**config.mk**
```make
export PLATFORM = sky130hd
export DESIGN_NAME = crc_checked_part_deframer
export DESIGN_NICKNAME = d
export VERILOG_FILES = /design/src/rtl/core/cpd_pkg.sv /design/src/rtl/core/crc_checked_part_deframer.sv /design/src/rtl/core/cpd_parser.sv /design/src/rtl/core/cpd_res_fifo.sv
export SDC_FILE = /design/constraint.sdc
export NUM_CORES = 1
export LEC_CHECK = 0
export BUFFER_PORTS_ARGS = -buffer_cell sky130_fd_sc_hd__buf_4
export CORE_MARGIN = 4
export CORE_UTILIZATION = 30
export DETAILED_ROUTE_END_ITERATION = 16
export GPL_TIMING_DRIVEN = 0
export PLACE_DENSITY_LB_ADDON = 0.15
export SLEW_MARGIN = 10
export SYNTH_ARGS = -nofsm -noshare
export SYNTH_HDL_FRONTEND = slang
export SYNTH_SLANG_ARGS = --single-unit
```
**constraint.sdc**
```tcl
create_clock -name clk -period 8.9 [get_ports clk]
set_clock_uncertainty 0.2 [all_clocks]
set_input_delay 1.78 -clock clk [delete_from_list [all_inputs] [get_ports clk]]
set_output_delay 1.78 -clock clk [all_outputs]
set_load 0.1 [all_outputs]
```
**src/rtl/core/cpd_pkg.sv**
```systemverilog
// cpd_pkg: shared types, constants and the crc-16 byte step for the part deframer
// used by every module of the deframer and by its checker

package cpd_pkg;

	typedef enum logic [1:0] {
		PH_HEADER,
		PH_PART_HDR,
		PH_PAYLOAD
	} phase_t;

	typedef enum logic [2:0] {
		KIND_PAYLOAD     = 3'd0,
		KIND_ACK         = 3'd1,
		KIND_RESEND_MSG  = 3'd2,
		KIND_RESEND_PART = 3'd3,
		KIND_DONE        = 3'd4
	} kind_t;

	localparam logic [15:0] CRC_INIT    = 16'hFFFF;
	localparam logic [15:0] NO_ID       = 16'hFFFF;
	localparam logic [7:0]  TIMEOUT_RST = 8'd36;
	localparam logic [7:0]  IDLE_MAX    = 8'hFF;

	// byte positions inside the message header and the part header
	localparam logic [2:0] HDR_ID_LO   = 3'd0;
	localparam logic [2:0] HDR_ID_HI   = 3'd1;
	localparam logic [2:0] HDR_CNT_LO  = 3'd2;
	localparam logic [2:0] HDR_CNT_HI  = 3'd3;
	localparam logic [2:0] HDR_CRC_LO  = 3'd4;
	localparam logic [2:0] HDR_CRC_HI  = 3'd5;
	localparam logic [2:0] PHDR_LEN_LO = 3'd0;
	localparam logic [2:0] PHDR_LEN_HI = 3'd1;
	localparam logic [2:0] PHDR_CRC_LO = 3'd2;
	localparam logic [2:0] PHDR_CRC_HI = 3'd3;

	localparam int MAX_RES    = 3;
	localparam int RES_IDX_W  = 2;
	localparam int FIFO_DEPTH = 4;
	localparam int FIFO_PTR_W = 2;

	typedef struct packed {
		logic       req_type;
		logic [7:0] data_byte;
		logic       burst_end;
	} item_t;

	typedef struct packed {
		kind_t       kind;
		logic [7:0]  data;
		logic [15:0] id;
		logic [15:0] part;
		logic        last;
	} res_t;

	function automatic logic [15:0] crc_step(logic [15:0] crc, logic [7:0] b);
		logic [7:0] x;
		x = crc[15:8] ^ b;
		x = x ^ (x >> 4);
		return {crc[7:0], 8'h00} ^ {x[3:0], 12'h000} ^ {3'b000, x, 5'b00000} ^ {8'h00, x};
	endfunction

	function automatic res_t mk_res(kind_t k, logic [7:0] d, logic [15:0] id,
			logic [15:0] part);
		res_t r;
		r.kind = k;
		r.data = d;
		r.id   = id;
		r.part = part;
		r.last = 1'b0;
		return r;
	endfunction

endpackage

```
**src/rtl/core/crc_checked_part_deframer.sv**
```systemverilog
// crc_checked_part_deframer: top level of the crc-16 checked part deframer
// depends on cpd_pkg, cpd_parser and cpd_res_fifo
//
// Takes one serial byte or timer tick per transaction and gives payload bytes, part
// acknowledges, resend requests and message-complete results, one result per transaction
// on the output channel. An input is registered, then parsed combinationally into zero
// to three results that go into a four-entry result queue. Throughput is one input per
// clock while each input gives at most one result and the output does not stall; an
// input giving two or three results leaves the single-result output port one at a time.
// An input passes the input register and result queue before its results are offered.
// The timeout register is written via the configuration channel, which is always ready.

module crc_checked_part_deframer (
	input  logic        clk,
	input  logic        arst_n,
	input  logic        in_valid,
	output logic        in_ready,
	input  logic        req_type,
	input  logic [7:0]  data_byte,
	input  logic        burst_end,
	output logic        out_valid,
	input  logic        out_ready,
	output logic [2:0]  out_kind,
	output logic [7:0]  out_byte,
	output logic [15:0] msg_id,
	output logic [15:0] part_no,
	output logic        last,
	input  logic        cfg_valid,
	output logic        cfg_ready,
	input  logic [7:0]  cfg_data
);

	cpd_pkg::item_t item_s1;
	logic           valid_s1;
	logic [7:0]     timeout_q;
	logic           fire;
	logic           room;
	logic           pop;
	logic           not_empty;
	cpd_pkg::res_t  head;
	cpd_pkg::res_t  res [cpd_pkg::MAX_RES];
	logic [cpd_pkg::RES_IDX_W-1:0] res_n;
	logic [cpd_pkg::RES_IDX_W-1:0] push_n;

	assign cfg_ready = 1'b1;
	assign fire      = valid_s1 && room;
	assign in_ready  = !valid_s1 || fire;
	assign pop       = not_empty && out_ready;
	assign push_n    = fire ? res_n : '0;

	always_ff @(posedge clk or negedge arst_n) begin
		if (!arst_n) begin
			valid_s1  <= 1'b0;
			timeout_q <= cpd_pkg::TIMEOUT_RST;
		end else begin
			if (in_ready) begin
				valid_s1 <= in_valid;
			end
			if (cfg_valid) begin
				timeout_q <= cfg_data;
			end
		end
	end

	always_ff @(posedge clk) begin
		if (in_valid && in_ready) begin
			item_s1.req_type  <= req_type;
			item_s1.data_byte <= data_byte;
			item_s1.burst_end <= burst_end;
		end
	end

	cpd_parser u_parser (
		.clk           (clk),
		.arst_n        (arst_n),
		.fire          (fire),
		.item          (item_s1),
		.timeout_ticks (timeout_q),
		.res           (res),
		.res_n         (res_n)
	);

	cpd_res_fifo u_fifo (
		.clk       (clk),
		.arst_n    (arst_n),
		.push_data (res),
		.push_n    (push_n),
		.pop       (pop),
		.room      (room),
		.not_empty (not_empty),
		.head      (head)
	);

	assign out_valid = not_empty;
	assign out_kind  = head.kind;
	assign out_byte  = head.data;
	assign msg_id    = head.id;
	assign part_no   = head.part;
	assign last      = head.last;

endmodule

```
**src/rtl/core/cpd_parser.sv**
```systemverilog
// cpd_parser: header and part parsing, crc check, timeout and result generation
// depends on cpd_pkg; processes one registered item per fire, up to three results

module cpd_parser (
	input  logic                 clk,
	input  logic                 arst_n,
	input  logic                 fire,
	input  cpd_pkg::item_t       item,
	input  logic [7:0]           timeout_ticks,
	output cpd_pkg::res_t        res [cpd_pkg::MAX_RES],
	output logic [cpd_pkg::RES_IDX_W-1:0] res_n
);

	cpd_pkg::phase_t phase_q, phase_d;
	logic [15:0] cnt_q, cnt_d;
	logic [15:0] mid_q, mid_d;
	logic [15:0] total_q, total_d;
	logic [7:0]  shift_q, shift_d;
	logic [15:0] len_q, len_d;
	logic [15:0] exp_q, exp_d;
	logic [15:0] crc_q, crc_d;
	logic [15:0] cur_q, cur_d;
	logic        disc_q, disc_d;
	logic [7:0]  idle_q, idle_d;

	logic        tick;
	logic [7:0]  b;
	logic        be;
	logic        msg_open;
	logic [7:0]  idle_inc;
	logic        timeout_ev;
	logic        take;
	logic [15:0] field_crc;
	logic        hdr_last;
	logic        hdr_bad;
	logic        hdr_zero;
	logic        phdr_last;
	logic        pay;
	logic [15:0] crc_pay;
	logic [15:0] cnt_inc;
	logic        verdict;
	logic [15:0] vcrc;
	logic [15:0] vexp;
	logic        good;
	logic [15:0] cur_inc;
	logic        complete;

	cpd_pkg::res_t res_v [cpd_pkg::MAX_RES];
	logic [cpd_pkg::RES_IDX_W-1:0] n_v;

	assign tick      = item.req_type;
	assign b         = item.data_byte;
	assign be        = item.burst_end;
	assign msg_open  = (phase_q != cpd_pkg::PH_HEADER);
	assign idle_inc  = (idle_q == cpd_pkg::IDLE_MAX) ? idle_q : idle_q + 8'd1;
	assign timeout_ev = fire && tick && msg_open && (idle_inc >= timeout_ticks);
	assign take      = fire && !tick && !disc_q;
	assign field_crc = {b, shift_q};
	assign hdr_last  = take && (phase_q == cpd_pkg::PH_HEADER)
		&& (cnt_q[2:0] == cpd_pkg::HDR_CRC_HI);
	assign hdr_bad   = hdr_last && (field_crc != crc_q);
	assign hdr_zero  = hdr_last && (field_crc == crc_q) && (total_q == 16'd0);
	assign phdr_last = take && (phase_q == cpd_pkg::PH_PART_HDR)
		&& (cnt_q[2:0] == cpd_pkg::PHDR_CRC_HI);
	assign pay       = take && (phase_q == cpd_pkg::PH_PAYLOAD);
	assign crc_pay   = cpd_pkg::crc_step(crc_q, b);
	assign cnt_inc   = cnt_q + 16'd1;
	assign verdict   = (phdr_last && (len_q == 16'd0)) || (pay && (cnt_inc >= len_q));
	assign vcrc      = pay ? crc_pay : cpd_pkg::CRC_INIT;
	assign vexp      = pay ? exp_q : field_crc;
	assign good      = (vcrc == vexp);
	assign cur_inc   = cur_q + 16'd1;
	assign complete  = verdict && good && (cur_inc == total_q);

	// result generation
	always_comb begin
		for (int k = 0; k < cpd_pkg::MAX_RES; k++) begin
			res_v[k] = '0;
		end
		n_v = '0;
		if (timeout_ev) begin
			res_v[n_v] = cpd_pkg::mk_res(cpd_pkg::KIND_RESEND_PART, 8'h00, mid_q, cur_q);
			n_v = n_v + 2'd1;
		end
		if (hdr_bad) begin
			res_v[n_v] = cpd_pkg::mk_res(cpd_pkg::KIND_RESEND_MSG, 8'h00,
				cpd_pkg::NO_ID, cpd_pkg::NO_ID);
			n_v = n_v + 2'd1;
		end
		if (hdr_zero) begin
			res_v[n_v] = cpd_pkg::mk_res(cpd_pkg::KIND_DONE, 8'h00, mid_q, 16'd0);
			n_v = n_v + 2'd1;
		end
		if (pay) begin
			res_v[n_v] = cpd_pkg::mk_res(cpd_pkg::KIND_PAYLOAD, b, mid_q, cur_q);
			n_v = n_v + 2'd1;
		end
		if (verdict) begin
			if (good) begin
				res_v[n_v] = cpd_pkg::mk_res(cpd_pkg::KIND_ACK, 8'h00, mid_q, cur_q);
			end else begin
				res_v[n_v] = cpd_pkg::mk_res(cpd_pkg::KIND_RESEND_PART, 8'h00, mid_q, cur_q);
			end
			n_v = n_v + 2'd1;
		end
		if (complete) begin
			res_v[n_v] = cpd_pkg::mk_res(cpd_pkg::KIND_DONE, 8'h00, mid_q, total_q);
			n_v = n_v + 2'd1;
		end
		for (int k = 0; k < cpd_pkg::MAX_RES; k++) begin
			res_v[k].last = (cpd_pkg::RES_IDX_W'(k) == n_v - 2'd1);
		end
	end

	assign res   = res_v;
	assign res_n = n_v;

	// next state
	always_comb begin
		phase_d = phase_q;
		cnt_d   = cnt_q;
		mid_d   = mid_q;
		total_d = total_q;
		shift_d = shift_q;
		len_d   = len_q;
		exp_d   = exp_q;
		crc_d   = crc_q;
		cur_d   = cur_q;
		disc_d  = disc_q;
		idle_d  = idle_q;

		if (fire && tick) begin
			idle_d = timeout_ev ? 8'd0 : idle_inc;
		end
		if (fire && !tick) begin
			idle_d = 8'd0;
		end
		if (timeout_ev) begin
			disc_d  = 1'b0;
			phase_d = cpd_pkg::PH_PART_HDR;
			cnt_d   = 16'd0;
			crc_d   = cpd_pkg::CRC_INIT;
		end
		if (fire && !tick && disc_q && be) begin
			disc_d = 1'b0;
		end

		if (take) begin
			unique case (phase_q)
				cpd_pkg::PH_HEADER: begin
					if (cnt_q[2:0] < cpd_pkg::HDR_CRC_LO) begin
						crc_d = crc_pay;
					end
					case (cnt_q[2:0])
						cpd_pkg::HDR_ID_LO:  mid_d   = {8'h00, b};
						cpd_pkg::HDR_ID_HI:  mid_d   = {b, mid_q[7:0]};
						cpd_pkg::HDR_CNT_LO: total_d = {8'h00, b};
						cpd_pkg::HDR_CNT_HI: total_d = {b, total_q[7:0]};
						cpd_pkg::HDR_CRC_LO: shift_d = b;
						default: ;
					endcase
					if (hdr_last) begin
						exp_d = field_crc;
						cnt_d = 16'd0;
						crc_d = cpd_pkg::CRC_INIT;
						if (hdr_bad) begin
							phase_d = cpd_pkg::PH_HEADER;
							disc_d  = !be;
						end else begin
							cur_d   = 16'd0;
							phase_d = hdr_zero ? cpd_pkg::PH_HEADER : cpd_pkg::PH_PART_HDR;
						end
					end else begin
						cnt_d = cnt_inc;
					end
				end
				cpd_pkg::PH_PART_HDR: begin
					case (cnt_q[2:0])
						cpd_pkg::PHDR_LEN_LO: len_d   = {8'h00, b};
						cpd_pkg::PHDR_LEN_HI: len_d   = {b, len_q[7:0]};
						cpd_pkg::PHDR_CRC_LO: shift_d = b;
						default: ;
					endcase
					if (phdr_last) begin
						exp_d   = field_crc;
						phase_d = cpd_pkg::PH_PAYLOAD;
						cnt_d   = 16'd0;
						crc_d   = cpd_pkg::CRC_INIT;
					end else begin
						cnt_d = cnt_inc;
					end
				end
				cpd_pkg::PH_PAYLOAD: begin
					crc_d = crc_pay;
					cnt_d = cnt_inc;
				end
				default: ;
			endcase

			if (verdict) begin
				cnt_d = 16'd0;
				crc_d = cpd_pkg::CRC_INIT;
				if (good) begin
					cur_d   = cur_inc;
					phase_d = complete ? cpd_pkg::PH_HEADER : cpd_pkg::PH_PART_HDR;
				end else begin
					phase_d = cpd_pkg::PH_PART_HDR;
					disc_d  = !be;
				end
			end
		end
	end

	always_ff @(posedge clk or negedge arst_n) begin
		if (!arst_n) begin
			phase_q <= cpd_pkg::PH_HEADER;
			cnt_q   <= 16'd0;
			mid_q   <= 16'd0;
			total_q <= 16'd0;
			shift_q <= 8'd0;
			len_q   <= 16'd0;
			exp_q   <= 16'd0;
			crc_q   <= cpd_pkg::CRC_INIT;
			cur_q   <= 16'd0;
			disc_q  <= 1'b0;
			idle_q  <= 8'd0;
		end else begin
			phase_q <= phase_d;
			cnt_q   <= cnt_d;
			mid_q   <= mid_d;
			total_q <= total_d;
			shift_q <= shift_d;
			len_q   <= len_d;
			exp_q   <= exp_d;
			crc_q   <= crc_d;
			cur_q   <= cur_d;
			disc_q  <= disc_d;
			idle_q  <= idle_d;
		end
	end

endmodule

```
**src/rtl/core/cpd_res_fifo.sv**
```systemverilog
// cpd_res_fifo: four-entry result queue, takes up to three results and gives one per cycle while popped
// depends on cpd_pkg

module cpd_res_fifo (
	input  logic                           clk,
	input  logic                           arst_n,
	input  cpd_pkg::res_t                  push_data [cpd_pkg::MAX_RES],
	input  logic [cpd_pkg::RES_IDX_W-1:0]  push_n,
	input  logic                           pop,
	output logic                           room,
	output logic                           not_empty,
	output cpd_pkg::res_t                  head
);

	cpd_pkg::res_t mem_q [cpd_pkg::FIFO_DEPTH];
	logic [cpd_pkg::FIFO_PTR_W-1:0] wr_q;
	logic [cpd_pkg::FIFO_PTR_W-1:0] rd_q;
	logic [cpd_pkg::FIFO_PTR_W:0]   cnt_q;

	assign not_empty = (cnt_q != '0);
	assign head      = mem_q[rd_q];
	assign room      = ({1'b0, cnt_q} + 4'(cpd_pkg::MAX_RES))
		<= (4'(cpd_pkg::FIFO_DEPTH) + {3'b000, pop});

	always_ff @(posedge clk) begin
		for (int k = 0; k < cpd_pkg::MAX_RES; k++) begin
			if (cpd_pkg::RES_IDX_W'(k) < push_n) begin
				mem_q[wr_q + cpd_pkg::FIFO_PTR_W'(k)] <= push_data[k];
			end
		end
	end

	always_ff @(posedge clk or negedge arst_n) begin
		if (!arst_n) begin
			wr_q  <= '0;
			rd_q  <= '0;
			cnt_q <= '0;
		end else begin
			wr_q  <= wr_q + cpd_pkg::FIFO_PTR_W'(push_n);
			rd_q  <= rd_q + {{(cpd_pkg::FIFO_PTR_W-1){1'b0}}, pop};
			cnt_q <= cnt_q + {1'b0, push_n} - {{cpd_pkg::FIFO_PTR_W{1'b0}}, pop};
		end
	end

endmodule

```
Yosys cells after proc, flatten, opt, wreduce, memory -nomap -nowiden:

Memories as Yosys holds them, arrays and structs flattened.
Index checks and enable logic that the tools add are counted.

* bitwise logic cells: 15
* $mul: 0
* shift operators: 0
* reductions and logical operators: 52
* eq/ne operators: 18
* magnitude comparators: 17
* divide/modulo/power cells: 0
* mux-type cells: 85
* add/sub/neg operators: 17

Operators by type and width (number)
* 132-bit two-way mux: 6
* 132-bit bitwise mux: 5
* 44-bit demux with 2-bit select: 5
* 16-bit two-way mux: 20
* 44-bit two-way mux: 5
* 99-bit bitwise OR: 1
* 16-bit one-hot mux with 2 select lines: 3
* 16-bit one-hot mux with 3 select lines: 2
* 16-bit equality test: 3
* 8-bit two-way mux: 6
* 43-bit two-way mux: 1
* 32-bit by 33-bit bitwise AND with 33-bit output: 1
* 33-bit NOT: 1
* 16-bit by 1-bit adder with 16-bit output, second input constant: 2
* 16-bit zero test: 2
* 1-bit logical AND: 27
* 2-bit two-way mux: 13
* 4-bit AND reduction: 5
* 1-bit two-way mux: 17
* 16-bit >= comparator: 1
* 16-bit != test: 1
* 8-bit one-hot mux with 2 select lines: 1
* 16-bit by 13-bit bitwise XOR with 16-bit output: 1
* 16-bit bitwise XOR: 1
* other kinds (42): 74

* bits in writable memories: 176
* memories: 1
* logic and storage cells: 227
* bits in read-only memories: 0
* register bits after elaboration: 157
* latch bits: 0
* input port bits: 23
* output and inout bits: 47

Memory list
* u_fifo.mem_q: words 4, width 44, read ports 1, clocked after Yosys merged registers in 0, wr ports 3, line cpd_res_fifo.sv:15 `cpd_pkg::res_t mem_q [cpd_pkg::FIFO_DEPTH];`

Depth between registers and ports, before layout:

* word-level depth: 26
* mapped depth: 36
* mapped depth without buffers: 31

Cells and area by module:

Synthesis repeated with hierarchy kept, for this count alone.

* cells, all modules: 2332
* area, all modules: 21444.3 um^2

By module, submodules not included
* cpd_res_fifo: sequential area each 5460.2 um^2, instances 1, cells each 1069, area an instance 10427.5 um^2
* cpd_parser: sequential area each 3298.2 um^2, instances 1, cells each 1226, area an instance 10302.4 um^2
* crc_checked_part_deframer: sequential area each 528.0 um^2, instances 1, cells each 37, area an instance 714.4 um^2

Least setup slack after synthesis:

Ideal clock, no wire load.

* path kind: input to register
* start: input out_ready
* end: memory u_fifo.mem_q[3][0] in the netlist's numbering (enable)
* arrival: 8952 ps
* setup slack: -712 ps
* cell stages on the path: 23
* setup time: 460 ps
* path buffers: 3
* required time: 8240 ps
* path through: a21boi_0 -> o31ai_1 -> nand3_1 -> or3_1 -> nor2_1 -> clkbuf_1 -> inv_1 -> ha_1 -> xnor2_1 -> ha_1 -> nand2_1 -> o31ai_2 -> ha_1 -> a21oi_1 -> ha_1 -> or4_1 -> mux2_1 -> nand4_1 -> buf_2 -> buf_2 -> a21o_1 -> nand2_1 -> a21oi_1

RTL lines
* start: declaration: line crc_checked_part_deframer.sv:22 `input logic out_ready,`
* end: declaration: line cpd_res_fifo.sv:15

==> impl_metrics.csv <==
group,metric,value,unit
critical_path,ff2ff_path_depth,32,
power_and_ir_drop,ir_drop,0.000184,V
logic_synthesis,synth-main-ff-cell,"edfxtp_1",
route,vias_per_cell,5.41,
floorplan,std_cell_rows,95,
floorplan,die_area,0.0717,mm^2
route,dr.first_iter.drc_count,1313,
cells_and_area,final_cell_mix,"o21ai_0 (216), nand2_1 (197), edfxtp_1 (186)",
clock_tree,cts_buffers,43,
critical_path,startpoint,"out_ready",
timing,setup_violations,0,
cells_and_area,fillers,6824,
global_routing,met2_usage,31.0,%
route,wire_per_inst,23.3,um
global_routing,use_met3,2.48,%
logic_synthesis,synth_edf_count,186,
cells_and_area,mostFrequentLayoutCell,"o21ai_0",
clock_tree,path_clk_slew,0.06,ns
clock_tree,cts_max_level,2,
route,drt-pass1-iter-count,5,
floorplan,design.core.area,0.0670,mm^2
critical_path,critPathLaunchType,"primary input",
timing,worstMarginPinSlew,1.12,ns
placement,dp_slack,-0.729,ns
critical_path,cp_max_fo,11,
global_routing,grt_pass1_vias,16200,
timing,maxSlewViolCount,0,
critical_path,worstSetupPathType,"in -> reg",
critical_path,reg2reg_to,"u_fifo.mem_q[0][41]",
route,vias,16100,
global_routing,overflow,0,
logic_synthesis,ys_types,83,
logic_synthesis,synth_cells,1936,
cells_and_area,insertedDiodeCount,0,
route,antenna_left,0,
critical_path,rr_startpoint,"u_parser.idle_q[0]",
global_routing,grt_first_pass_wirelength,103000,um
placement,portBuffers,68,
clock_tree,cts.sink_count,333,
cells_and_area,area_growth,16.7,%
timing,timing.final.hold_violations,0,
placement,place_area,0.0220,mm^2
critical_path,worstSetupEndpoint,"u_fifo.mem_q[0][41]",
placement,dpl.hpwl,49300,um
logic_synthesis,ys_async_sr_fraction,44.1,%
worst_hold_path,hold_path.class,"reg -> reg",
critical_path,cp.arrival,8.44,ns
cells_and_area,drive_above_1_share,16.1,%
logic_synthesis,post_synth.cell_area_avg,10.5,um^2
clock_tree,clk-insertion-delay-late,0.58,ns
cells_and_area,stdcell_area,0.0236,mm^2
global_routing,grt_usage,18.7,%
critical_path,required,8.94,ns
placement,gp_congestion,0.870,
global_routing,grt_util_met1,26.3,%
logic_synthesis,ys_warn_count,0,
power_and_ir_drop,leakagePower,9.71,nW
timing,setup_ws,0.499,ns
route,drc,0,
run,cap_violations,0,
clock_tree,cts_root_buffer,"clkbuf_16",
logic_synthesis,syn_nets,2006,
power_and_ir_drop,p_per_area,298,mW/mm^2
logic_synthesis,synth.top_cell.area_share,27.6,%
floorplan,die_w,268,um
logic_synthesis,yosys-top-cells-area,"edfxtp_1 (28%), dfrtp_1 (16%), o21ai_0 (5.4%), mux2i_1 (5.0%), mux4_2 (4.9%)",
timing,period_needed,8.40,ns
global_routing,grt_busiest_layer,"met2",
logic_synthesis,ys_ff_latch,333,
logic_synthesis,yosysTopAreaCell,"edfxtp_1",
status,status,"finished clean",
timing,rsz0062_at_grt,"no",
critical_path,regToRegSetupSlack,0.51,ns
critical_path,cp-end-kind,"flop",
floorplan,die_h,268,um
timing,clock.fmax,0.119,GHz
timing,relSlewSlack,25.3,%
clock_tree,cts_tree,"built",
timing,period_share,94.4,%
floorplan,initial_core_util,30.2,%
floorplan,io_pins,70,
logic_synthesis,netlist_area,0.0203,mm^2
route,routed_wl,69200,um
clock_tree,cts_buffer_depth,3,
cells_and_area,fin_nets,2136,
power_and_ir_drop,p_total,7.05,mW
global_routing,antenna_found_initial,1,
global_routing,grt_max_degree,78,
clock_tree,cts_hold_buf,0,
logic_synthesis,yosysSeqAreaShare,45.8,%
timing repair:
action / in CTS / in global routing
pin swaps: 1 / 5
gates resized for setup: 3 / 29
setup buffers: 4 / 3
endpoints found under the setup margin: 222 / 338
cloned: 0 / 6
sequential cells by signal, summed over array words and instances (netlist names), 8 cells and up:
name,flops
u_parser.shift_q,8
u_parser.exp_q,16
u_parser.mid_q,16
timeout_q,8
u_parser.cur_q,16
item_s1,10
u_parser.len_q,16
u_parser.cnt_q,16
u_parser.crc_q,16
u_fifo.mem_q,176
u_parser.total_q,16
u_parser.idle_q,8
per-layer routing:
metal  vias up  routed length [um]
met5         -                   0
met4         0                1450
met3        85                3590
met2       516               32800
met1      8062               31400
li1       7433                   -
cells in the mapped netlist (25+ instances only):
cell	count
o21ai_0	219
nand2_1	197
edfxtp_1	186
dfrtp_1	129
mux2i_1	101
clkbuf_1	88
nor2_1	84
o21a_1	73
inv_1	71
nand3_1	65
a21oi_1	64
xnor2_1	55
ha_1	46
and2_1	45
mux4_2	44
mux2_2	38
and3_1	34
xor2_1	30
nand4_1	29
buf_2	25
area by class of cell:
cell class                      instances  area, um^2  share of cell area, %
Multi-Input combinational cell       1409       10300                   43.6
Sequential cell                       333        9290                   39.3
Clock buffer                           52        1140                   4.82
Tap cell                              873        1090                   4.62
Timing Repair Buffer                   80         706                   2.98
Buffer                                128         572                   2.42
Clock inverter                         28         278                   1.17
Inverter                               71         267                   1.13
metrics by stage:
| stage | utilization [%] | hold WS [ns] | std cells | setup TNS (ns) |
|---|---|---|---|---|
| 3_3_place_gp | 32.6 | 0.274 | 2877 | -436.49 |
| 2_1_floorplan | - | 0.250 | 1936 | 0 |
| 4_1_cts | 35.1 | 0.301 | 2966 | -0.0877 |
| 3_5_place_dp | 32.9 | 0.287 | 2882 | -180.21 |
| 6_report | 35.3 | 0.303 | 2974 | 0 |
| 5_1_grt | 35.3 | 0.345 | 2974 | 0 |
worst max-delay path, cell delays in order:
cell and delay [ns]:
buf_4 0.15, a21boi_0 0.13, o31ai_1 0.52, nand3_2 0.32, or3_1 0.49, nor2_1 0.14, clkbuf_2 0.23, inv_1 0.17
ha_1 0.48, xnor2_4 0.29, ha_1 0.27, nand2_1 0.07, o31ai_2 0.11, ha_1 0.35, a21oi_1 0.19, ha_1 0.28
or4_1 0.51, mux2_1 0.32, and4_1 0.19, buf_6 0.14, buf_6 0.14, buf_2 0.19, a21oi_2 0.46, and3_4 0.52
cell families after synthesis:
family	after synthesis	synth area share, %
AND/OR/NAND/NOR	588	14.9
AO/OA/AOI/OAI	487	15.4
flip-flops	333	45.8
buffers and inverters	200	4.13
multiplexers	184	12.1
XOR/XNOR	96	4.76
adder cells (fa/ha/maj)	47	2.94
other	1	0.0185
how the worst min path moves through the flow:
stage	depth (start not counted)	to	start
2_1_floorplan	2	u_parser.len_q[1]	u_parser.len_q[1]
3_3_place_gp	2	u_parser.len_q[1]	u_parser.len_q[1]
3_5_place_dp	2	u_parser.len_q[1]	u_parser.len_q[1]
4_1_cts	2	u_parser.len_q[1]	u_parser.len_q[1]
5_1_grt	2	timeout_q[5]	timeout_q[5]
6_report	2	u_parser.len_q[1]	u_parser.len_q[1]
where the power goes:
| part | internal (mW) | total [mW] | switching, mW | leakage, nW |
|---|---|---|---|---|
| sequential | 1.86 | 2.16 | 0.308 | 3.71 |
| combinational | 1.00 | 3.15 | 2.14 | 5.30 |
| clock | 1.03 | 1.74 | 0.709 | 0.692 |
No activity file was read; power rests on OpenSTA's default activity.
